==> src/sv/lzre_pkg.sv <==
package lzre_pkg;

  localparam int WinAw = 18;
  localparam int LitAw = 17;
  localparam int PosW = 19;
  localparam logic [PosW-1:0] WinBytes = 19'd262144;
  localparam logic [LitAw:0] LitBytes = 18'd131072;
  localparam logic signed [PosW-1:0] OffReset = -19'sd8;

  localparam logic [2:0] OpPush = 3'd0;
  localparam logic [2:0] OpCmd = 3'd1;
  localparam logic [2:0] OpFinish = 3'd2;
  localparam logic [2:0] OpHist = 3'd3;
  localparam logic [2:0] OpRead = 3'd4;

  localparam logic [2:0] StOk = 3'd0;
  localparam logic [2:0] StOffset = 3'd1;
  localparam logic [2:0] StLength = 3'd2;
  localparam logic [2:0] StStream = 3'd3;
  localparam logic [2:0] StLitCount = 3'd4;
  localparam logic [2:0] StOverrun = 3'd5;

  // Commands from the controller to the datapath.
  typedef struct packed {
    logic capture;   // latch the item fields
    logic push;      // store one literal
    logic hist;      // write one raw history byte
    logic rd_issue;  // start a window read
    logic commit;    // apply offset cache and counters of a command
    logic lit_rd;    // read literal store and delta source
    logic lit_wr;    // write one literal into the window
    logic mat_rd;    // read match source
    logic mat_wr;    // write one match byte
    logic clear;     // finish: reset chunk state
    logic set_tail;  // finish: load tail length as literal length
    logic done;      // present the result
    logic [2:0] st;  // status for the result
    logic rb_sel;    // result carries the read byte
  } lzre_cmd_t;

  // Status from the datapath to the controller.
  typedef struct packed {
    logic [2:0] op;
    logic [2:0] chk;    // command check result
    logic [2:0] fchk;   // finish check result
    logic lit_left;     // literals of the run still to copy
    logic mat_left;     // match bytes still to copy
    logic lit_full;
    logic win_full;
  } lzre_stat_t;

endpackage

==> src/sv/lzre_ctrl.sv <==
module lzre_ctrl import lzre_pkg::*; (
  input  logic       clk,
  input  logic       rst,
  input  logic       start,
  output logic       busy,
  input  lzre_stat_t stat,
  output lzre_cmd_t  cmd
);

  typedef enum logic [8:0] {
    S_IDLE  = 9'b000000001,
    S_DEC   = 9'b000000010,
    S_LRD   = 9'b000000100,
    S_LWR   = 9'b000001000,
    S_MRD   = 9'b000010000,
    S_MWR   = 9'b000100000,
    S_RDW   = 9'b001000000,
    S_RDO   = 9'b010000000,
    S_FIN   = 9'b100000000
  } state_t;

  state_t state, state_next;
  logic   fin;
  logic   fin_next;

  assign busy = (state != S_IDLE);

  always_ff @(posedge clk) begin
    if (rst) begin
      state <= S_IDLE;
      fin <= 1'b0;
    end else begin
      state <= state_next;
      fin <= fin_next;
    end
  end

  // Sequencer: at most one window access per cycle.
  always_comb begin
    cmd = '0;
    state_next = state;
    fin_next = fin;
    unique case (state)
      S_IDLE: begin
        if (start) begin
          cmd.capture = 1'b1;
          state_next = S_DEC;
        end
      end
      S_DEC: begin
        unique case (stat.op)
          OpPush: begin
            cmd.push = !stat.lit_full;
            cmd.st = stat.lit_full ? StOverrun : StOk;
            cmd.done = 1'b1;
            state_next = S_IDLE;
          end
          OpHist: begin
            cmd.hist = !stat.win_full;
            cmd.st = stat.win_full ? StLength : StOk;
            cmd.done = 1'b1;
            state_next = S_IDLE;
          end
          OpRead: begin
            cmd.rd_issue = 1'b1;
            state_next = S_RDW;
          end
          OpCmd: begin
            if (stat.chk != StOk) begin
              cmd.st = stat.chk;
              cmd.done = 1'b1;
              state_next = S_IDLE;
            end else begin
              fin_next = 1'b0;
              state_next = S_LRD;
            end
          end
          OpFinish: begin
            if (stat.fchk != StOk) begin
              cmd.st = stat.fchk;
              cmd.clear = 1'b1;
              cmd.done = 1'b1;
              state_next = S_IDLE;
            end else begin
              cmd.set_tail = 1'b1;
              fin_next = 1'b1;
              state_next = S_LRD;
            end
          end
          default: begin
            cmd.done = 1'b1;
            state_next = S_IDLE;
          end
        endcase
      end
      S_LRD: begin
        if (stat.lit_left) begin
          cmd.lit_rd = 1'b1;
          state_next = S_LWR;
        end else if (fin) begin
          cmd.clear = 1'b1;
          cmd.done = 1'b1;
          state_next = S_IDLE;
        end else begin
          cmd.commit = 1'b1;
          state_next = S_MRD;
        end
      end
      S_LWR: begin
        cmd.lit_wr = 1'b1;
        state_next = S_LRD;
      end
      S_MRD: begin
        if (stat.mat_left) begin
          cmd.mat_rd = 1'b1;
          state_next = S_MWR;
        end else begin
          cmd.done = 1'b1;
          state_next = S_IDLE;
        end
      end
      S_MWR: begin
        cmd.mat_wr = 1'b1;
        state_next = S_MRD;
      end
      S_RDW: state_next = S_RDO;
      S_RDO: begin
        cmd.rb_sel = 1'b1;
        cmd.done = 1'b1;
        state_next = S_IDLE;
      end
      S_FIN: state_next = S_IDLE;
      default: state_next = S_IDLE;
    endcase
  end

`ifndef SYNTHESIS
  a_no_start_busy: assert property (@(posedge clk) disable iff (rst)
    cmd.capture |-> !busy) else $error("capture while busy");
  a_done_ends: assert property (@(posedge clk) disable iff (rst)
    cmd.done |=> !busy) else $error("busy after result");
  a_wr_follows_rd: assert property (@(posedge clk) disable iff (rst)
    cmd.lit_rd |=> cmd.lit_wr) else $error("literal write missing");
`endif

endmodule

==> config.mk <==
export PLATFORM = sky130hd
export DESIGN_NAME = lzre_ctrl
export DESIGN_NICKNAME = d
export VERILOG_FILES = /design/src/sv/lzre_pkg.sv /design/src/sv/lzre_ctrl.sv
export SDC_FILE = /design/constraint.sdc
export NUM_CORES = 1
export LEC_CHECK = 0
export BUFFER_PORTS_ARGS = -buffer_cell sky130_fd_sc_hd__buf_2
export CORE_MARGIN = 2
export CORE_UTILIZATION = 47
export CTS_BUF_LIST = sky130_fd_sc_hd__clkbuf_8
export CTS_CLUSTER_SIZE = 20
export DETAILED_ROUTE_END_ITERATION = 7
export HOLD_SLACK_MARGIN = 0.06
export PLACE_DENSITY = 0.8
export SLEW_MARGIN = 20
export SYNTH_ARGS = -nofsm -noshare
export SYNTH_HDL_FRONTEND = slang
export SYNTH_SLANG_ARGS = --single-unit
==> constraint.sdc <==
create_clock -name clk -period 2 [get_ports clk]
set_input_delay 0.5 -clock clk [delete_from_list [all_inputs] [get_ports clk]]
set_output_delay 0.5 -clock clk [all_outputs]
set_load 0.01 [all_outputs]
==> results of run 1 <==
==> timing repair <==
item | CTS | global route
buffers inserted | 2 | 3
setup endpoints to repair | 12 | 15
resized for setup | 4 | 10
gates cloned | 0 | 0
pin swaps | 2 | 6
endpoints found under the hold margin | 0 | 0
==> worst max-delay path, stage by stage, from the launching register on <==
cell	delay, ps
dfxtp_2	330
nor4_4	250
buf_4	170
nand4b_4	140
or2_1	270
inv_1	50
buf_2	120
==> logic make-up (layout without fill, tap and decap cells) <==
logic type / Yosys count / after routing / synth area share (%)
AOI/OAI and AO/OA: 18 / 18 / 16.7
buffers and inverters: 7 / 56 / 3.69
xor gates and xnor gates: 3 / 3 / 3.69
muxes: 1 / 1 / 1.58
DFF: 9 / 9 / 25.3
and+or+nand+nor: 55 / 55 / 49.0
==> flip-flops by register name, indices dropped and copies added (netlist names) <==
name and count:
state 8, fin 1
==> per-layer routing <==
layer	up-vias	share of wire (%)
met3	4	6.2
li1	442	-
met4	0	1.6
met2	34	49
met1	409	43
met5	-	0
==> placed cells by master, fill, tap and decap left out, types with 3 or more instances in the layout <==
cell type and instances:
a21oi_1 7, buf_2 32, buf_4 15, clkbuf_8 3, dfxtp_1 6, inv_1 5, nand2_1 5, nand3_1 3
nand4b_1 3, nor2_1 9, nor2b_1 9, nor3_1 4, o21ai_0 3, xor2_1 3
==> power breakdown <==
group          switching (mW)  internal [mW]
sequential             0.0198          0.186
combinational          0.0647         0.0659
clock                  0.0754          0.134
==> per-stage QoR <==
step | worst slack (ps) | cell area, µm² | TNS (ps) | util, %
2_1_floorplan | 99.8 | 712 | 0 | -
3_3_place_gp | 32.1 | 963 | 0 | 66.3
3_5_place_dp | 33.8 | 963 | 0 | 66.3
4_1_cts | -84.5 | 1040 | -318 | 71.3
5_1_grt | -161 | 1100 | -1160 | 75.8
6_report | -68.4 | 1100 | -175 | 75.8
==> cell type report <==
class	count	area share, %
multi-input combinational	77	50.1
timing repair buffer	48	25.8
sequential	9	16.9
clock buffer	3	3.75
tap	16	1.82
inverter	4	1.36
clock inverter	1	0.341
==> worst paths after layout <==
kind,to,slack [ps],depth (start not counted)
setup reg to reg,state[0],610,4
hold / removal,state[5],530,3
setup / recovery,cmd[5],-70,6
hold reg to reg,fin,540,2
==> run_results.csv, run 1 <==
group,metric,value,unit
sta,holdWs,531,ps
detailed_routing,ant_nets,0,
logic_synthesis,ys.flop_type,"dfxtp_1",
detailed_routing,drt-wirelength-per-cell,13.4,µm
place,dp_hpwl,1480,µm
outcome,violations,"setup timing",
worst_setup_path,required,1500,ps
place,finalWeightedCongestion,0.938,
clocking,cts-root-buf,"clkbuf_8",
power,p_total,0.546,mW
die,start_util,49.0,%
clocking,clk_pin_slew,50,ps
worst_setup_path,worstReg2RegStart,"state[0]",
logic_synthesis,synth-edff-count,0,
worst_setup_path,arrival,1570,ps
global_route,grt_pass1_wl,3320,µm
die,rows,14,
layout,n_antenna_cell,0,
sta,setup_slack,-68.4,ps
sta,slew_headroom,75.6,%
layout,multi_input_area,552,µm²
layout,n_fill_cell,119,
outcome,status,"finished with violations",
sta,skew,5.74,ps
worst_hold_path,min_from,"stat[2]",
detailed_routing,route.vias.total,889,
worst_setup_path,crit_fanout,7,
logic_synthesis,ys_ff_latch,9,
clocking,cts_hold_buf,0,
logic_synthesis,ys_types,32,
clocking,cts_buffer_depth,2,
logic_synthesis,synth_top_area_share,25.3,%
clocking,numClockSinks,9,
power,ir_drop,0.374,mV
die,io-pin-count,33,
global_route,busiest_layer,"met2",
detailed_routing,drtIter0Drc,26,
die,die-area,1840,µm²
detailed_routing,drcViolationCount,0,
die,die_h,42.9,µm
sta,max_freq,483,MHz
worst_setup_path,startpoint,"state[2]",
layout,regArea,186,µm²
flow_run,cap_violations,0,
global_route,met2_usage,37.6,%
logic_synthesis,synthesis.nets,109,
logic_synthesis,postSynthAreaPerCell,7.66,µm²
logic_synthesis,synth_seq_area_share,25.3,%
logic_synthesis,syn_inst,93,
place,io_buffers,32,
die,die_w,42.9,µm
global_route,grt_use_met3,5.96,%
layout,final_cells,158,
detailed_routing,dr.pass1.iters,4,
clocking,cts_buffers,3,
power,power_density,495,nW/µm²
place,placed_cells,149,
sta,hold_violations,0,
clocking,cts_htree_levels,1,
clocking,insertion_delay,240,ps
global_route,first_global_vias,817,
clocking,cts_tree,"built",
detailed_routing,finalWirelength,2120,µm
die,coreArea,1450,µm²
global_route,grt.met1_usage,29.9,%
logic_synthesis,synth_common_cells,"nor2_1 (10), dfxtp_1 (9), nor2b_1 (9)",
sta,rsz0062_at_grt,"yes",
sta,fin_crit_sh,103,%
logic_synthesis,async_reset_ff_share,0,%
sta,setup_viol,6,
worst_setup_path,cp-start-kind,"flip-flop",
sta,fin_crit,2070,ps
worst_hold_path,hold_class,"input port to flip-flop",
detailed_routing,avgViaCountPerCell,5.63,
logic_synthesis,yosysMostFrequentCell,"nor2_1",
logic_synthesis,yosys.area.top_type,"dfxtp_1",
worst_setup_path,crit_path_end_kind,"output port",
sta,tightestPinTransition,366,ps
logic_synthesis,yosysWarnings,0,
global_route,grt_use_total,24.4,%
global_route,grt_overflow,0,
layout,area_delta_synth_final,54.8,%
layout,nets,159,
global_route,antenna_found_initial,0,
power,p_leak,0.540,nW
global_route,grt_max_degree,11,
logic_synthesis,synth.area.top_cells,"dfxtp_1 (25%), nor2b_1 (7.9%), nor2_1 (5.3%)",
logic_synthesis,netlist_area,712,µm²
layout,drive_gt1_share,47.2,%
sta,slew_viol_final,0,
worst_setup_path,critical_path_class,"flip-flop to output port",
Note: power is estimated with default switching activity, not from simulation.
==> run 2: changes to the inputs <==
- REMOVE_ABC_BUFFERS: not set -> 1
==> run 2 against run 1 <==
Effect of this change:
- the run still ends with setup timing left
- routed wire length up 22%
- sequential cell count unchanged
- via count rose by 8.3%
- combinational power is 11% higher
- clock power is 5% higher
- sequential share of layout area decreased by 1.2 points
- power up 4.0%
- count of clock-buffer cells in the layout unchanged
- design area is 9.0% higher
- critical path type unchanged
==> run_results.csv, run 2 (synthesis results as in run 1) <==
group,metric,value,unit
die,die_h,42.9,µm
global_route,grt_use_total,25.4,%
clocking,insertion_delay,240,ps
sta,fin_crit_sh,114,%
layout,drive_gt1_share,54.7,%
sta,max_freq,439,MHz
layout,final_cells,164,
detailed_routing,drtIter0Drc,21,
sta,slew_viol_final,0,
layout,area_delta_synth_final,68.7,%
sta,fin_crit,2280,ps
global_route,first_global_vias,782,
die,rows,14,
worst_setup_path,cp-start-kind,"flip-flop",
power,ir_drop,0.376,mV
layout,layout_commonest_cell,"buf_2",
place,pre_cts_ws,7.82,ps
detailed_routing,dr.pass1.iters,4,
die,start_util,49.0,%
layout,largest_register,"state",
layout,final_area,1200,µm²
layout,n_antenna_cell,0,
detailed_routing,drcViolationCount,0,
sta,slew_headroom,69.6,%
detailed_routing,route.vias.total,963,
worst_setup_path,required,1500,ps
detailed_routing,avgViaCountPerCell,5.87,
outcome,violations,"setup timing",
layout,final_cell_mix,"buf_2 (28), buf_4 (21), nor2b_1 (8), a21oi_1 (7), nor2_1 (6)",
place,io_buffers,32,
die,die_w,42.9,µm
layout,nets,165,
sta,hold_violations,0,
clocking,cts_buffer_depth,2,
layout,top_regs,"state (8), fin (1)",
sta,setup_slack,-278,ps
sta,tns,-611,ps
outcome,status,"finished with violations",
place,finalWeightedCongestion,0.838,
flow_run,cap_violations,0,
place,dp_hpwl,1450,µm
sta,tightestPinTransition,452,ps
sta,rsz0062_at_grt,"yes",
worst_setup_path,arrival,1780,ps
place,placed_cells,147,
clocking,cts_tree,"built",
worst_setup_path,crit_fanout,7,
die,coreArea,1450,µm²
sta,skew,10.0,ps
worst_setup_path,crit_path_end_kind,"output port",
clocking,cts_buffers,3,
die,io-pin-count,33,
clocking,cts_hold_buf,0,
global_route,grt_overflow,0,
worst_setup_path,critical_path_class,"flip-flop to output port",
global_route,grt_pass1_wl,3410,µm
die,die-area,1840,µm²
detailed_routing,drt-wirelength-per-cell,15.7,µm
detailed_routing,finalWirelength,2580,µm
sta,setup_viol,9,
detailed_routing,ant_nets,0,
worst_hold_path,hold_class,"flip-flop to flip-flop",
clocking,cts_htree_levels,1,
clocking,numClockSinks,9,
clocking,clk_pin_slew,50,ps
power,power_density,473,nW/µm²
power,p_leak,0.575,nW
clocking,cts-root-buf,"clkbuf_8",
place,dpl_cell_area,948,µm²
global_route,grt_max_degree,11,
layout,largest_reg_flops,8,
global_route,antenna_found_initial,0,
[run 2: cell types whose count changed in the layout (fill, tap and decap cells not counted), sizes merged]
cell    delta
buf        +6
clkinv     +1
inv        -1
[run 2: timing repair]
| action | 4_1_cts | 5_1_grt |
|---|---|---|
| gates resized for setup | 7 | 20 |
| pin swaps | 6 | 5 |
| gates cloned | 0 | 0 |
| endpoints found under the setup margin | 10 | 15 |
| buffers inserted | 7 | 6 |
[run 2: stage by stage]
step                hold slack [ps]  total power, mW  util [%]
floorplan                       456            0.266         -
global placement                481            0.311      65.2
detailed placement              502            0.317      65.2
CTS                             517            0.543      74.2
global route                    557            0.595      82.6
finish                          534            0.568      82.6
[run 2: worst paths after layout]
check / from / endpoint / slack [ps] / cells past startpoint
worst max-delay path: state[2] / cmd[14] / -280 / 5
worst min-delay path: fin / fin / 530 / 2
worst max register to register: state[6] / state[4] / 420 / 7
worst min register to register: fin / fin / 530 / 2
[run 2: critical path, stage by stage (launching register included)]
cell and delay [ps]:
dfxtp_2 330, nor4_4 250, buf_4 180, nand4b_4 160, nor4_1 380, buf_2 240
[run 2: where the power goes]
part	leakage [nW]	switching (mW)	total (mW)	internal (mW)
Clock	0.0255	0.0819	0.219	0.137
Combinational	0.475	0.0719	0.145	0.0728
Sequential	0.0749	0.0173	0.204	0.187
Total	0.575	0.171	0.568	0.397
[run 2: layout make-up]
cell class	instances	area, µm²
clock inverter	1	5.00
inverter	4	15.0
timing repair buffer	54	354
multi-input combinational	77	577
sequential	9	189
clock buffer	3	41.3
tap	16	20.0
fill	94	253
[run 2: metal layers]
metal  routed length, µm  GRT usage [%]  share of wire [%]  vias up
met4                 121           11.3                4.7        0
met2                1290           43.3                 50       47
li1                    -              -                  -      454
met5                   0              0                  0        -
met1                 999           29.6                 39      448
met3                 175           6.38                6.8       14
==> run 3: changes to the inputs <==
- CORE_UTILIZATION: 47 -> 45
- CTS_BUF_LIST: sky130_fd_sc_hd__clkbuf_8 -> sky130_fd_sc_hd__clkbuf_16
- PLACE_DENSITY: 0.8 -> 0.78
==> run 3 against run 2 <==
Effect of this change:
- the flow still finishes with violations (setup timing)
- critical path type unchanged
- highest routed layer unchanged
- critical path depth rose by 1
- worst setup slack improved by 180 ps
- power rose by 24%
- clock skew fell by 6.0 ps
- design area fell by 2.6%
- largest power group unchanged
- routed wire length fell by 15%
- core utilization fell by 4.0 points
- sequential power barely moved
==> run_results.csv, run 3 (synthesis results as in run 1) <==
group,metric,value,unit
outcome,status,"finished with violations",
outcome,violations,"setup timing",
sta,tightestPinTransition,383,ps
layout,layout_commonest_cell,"buf_2",
layout,top_regs,"state (8), fin (1)",
power,p_leak,0.569,nW
clocking,cts_htree_levels,1,
detailed_routing,route.vias.total,900,
detailed_routing,finalWirelength,2200,µm
clocking,cts_buffers,3,
place,io_buffers,32,
detailed_routing,wl_met2,1030,µm
worst_setup_path,cp-start-kind,"flip-flop",
layout,n_antenna_cell,0,
die,io-pin-count,33,
global_route,grt_use_total,24.9,%
layout,regArea,185,µm²
die,start_util,47.8,%
worst_setup_path,cp_slowest_stage_delay,330,ps
power,power.switching,0.178,mW
die,coreArea,1490,µm²
power,p_clk_share,50.6,%
detailed_routing,wl_met1,1040,µm
layout,largest_reg_flops,8,
worst_setup_path,path_cells,"nor4_4 -> buf_4 -> nand4b_4 -> or2_1 -> inv_1 -> buf_2",
clocking,cts-root-buf,"clkbuf_16",
clocking,clk_pin_slew,40,ps
layout,final_cell_mix,"buf_2 (31), buf_4 (18), nor2_1 (10), nor2b_1 (8), a21oi_1 (7)",
clocking,numClockSinks,9,
clocking,cts_tree,"built",
clocking,cts_hold_buf,0,
sta,skew,4.03,ps
worst_setup_path,crit_fanout,6,
layout,multi_input_area,557,µm²
sta,setup_slack,-100,ps
sta,slew_headroom,74.2,%
place,pre_cts_ws,-42.7,ps
power,pwr-share-seq,28.8,%
clocking,cts_buffer_depth,2,
global_route,antenna_found_initial,0,
detailed_routing,dr.pass1.iters,4,
sta,rsz0062_at_grt,"yes",
place,dp_hpwl,1490,µm
layout,n_fill_cell,98,
die,die_w,43.8,µm
detailed_routing,avgViaCountPerCell,5.59,
power,switching_share,25.3,%
die,die_h,43.8,µm
detailed_routing,top_layer,"met4",
layout,drive_gt1_share,50.3,%
detailed_routing,ant_nets,0,
power,p_total,0.703,mW
global_route,grt_pass1_wl,3620,µm
sta,fin_crit,2100,ps
layout,area_delta_synth_final,64.3,%
worst_setup_path,crit_path_end_kind,"output port",
sta,hold_violations,0,
power,power.internal,0.525,mW
sta,slew_viol_final,0,
worst_setup_path,critical_path.slowest_cell,"dfxtp_2",
die,die-area,1920,µm²
global_route,first_global_vias,850,
flow_run,cap_violations,0,
power,power_density,601,nW/µm²
detailed_routing,drtIter0Drc,25,
layout,nets,162,
worst_setup_path,critical_path_class,"flip-flop to output port",
power,p_comb_share,20.7,%
detailed_routing,drt-wirelength-per-cell,13.6,µm
place,finalWeightedCongestion,0.860,
sta,setup_viol,10,
detailed_routing,dr_wl_met3,115,µm
sta,fin_crit_sh,105,%
global_route,grt_overflow,0,
sta,max_freq,476,MHz
global_route,grt_max_degree,11,
layout,largest_register,"state",
worst_setup_path,arrival,1600,ps
power,ir_drop,0.678,mV
die,rows,14,
clocking,insertion_delay,240,ps
detailed_routing,drcViolationCount,0,
worst_setup_path,required,1500,ps
worst_hold_path,hold_class,"input port to flip-flop",
run 3: metrics by stage:
| stage | util [%] | instance area [µm²] | std cells | setup TNS (ps) | hold slack, ps |
|---|---|---|---|---|---|
| 2_1_floorplan | - | 701 | 90 | 0 | 456 |
| 3_3_place_gp | 64.2 | 956 | 148 | 0 | 482 |
| 3_5_place_dp | 64.2 | 956 | 148 | -42.7 | 484 |
| 4_1_cts | 74.0 | 1100 | 156 | -222 | 504 |
| 5_1_grt | 78.6 | 1170 | 161 | -1690 | 546 |
| 6_report | 78.6 | 1170 | 161 | -483 | 525 |
run 3: power by group through the flow:
stage	Combinational [mW]	Sequential, mW	Clock (mW)
finish	0.145	0.202	0.355
global route	0.158	0.203	0.371
floorplan	0.0658	0.200	0
detailed placement	0.122	0.200	0
global placement	0.118	0.200	0
CTS	0.133	0.202	0.360
run 3: timing repair:
| action | 4_1_cts | 5_1_grt |
|---|---|---|
| pin swaps | 5 | 2 |
| resized for setup | 8 | 9 |
| setup buffers | 4 | 5 |
| setup endpoints to repair | 11 | 15 |
run 3: final timing paths:
check | endpoint | depth (start not counted) | from | slack, ps
max | cmd[5] | 6 | state[6] | -100
min | state[5] | 3 | stat[2] | 530
max reg2reg | state[4] | 8 | state[7] | 270
min reg2reg | fin | 2 | fin | 530
run 3: cell type report:
| class | instances | area share, % |
|---|---|---|
| multi-input combinational | 77 | 47.6 |
| timing repair buffer | 51 | 26.7 |
| sequential | 9 | 15.8 |
| tap | 16 | 1.71 |
| inverter | 4 | 1.28 |
| clock inverter | 1 | 0.428 |
| clock buffer | 3 | 6.42 |
run 3: layer usage:
layer | vias up | GRT usage (%)
li1 | 447 | -
met1 | 420 | 32.2
met2 | 31 | 40.9
met3 | 2 | 7.08
met4 | 0 | 5.45
met5 | - | 0
run 3: critical path, delay by kind of cell (launching register included):
kind / cells / cell delay (ps)
flops: 1 / 330
buf+inv: 3 / 340
simple gates: 3 / 690
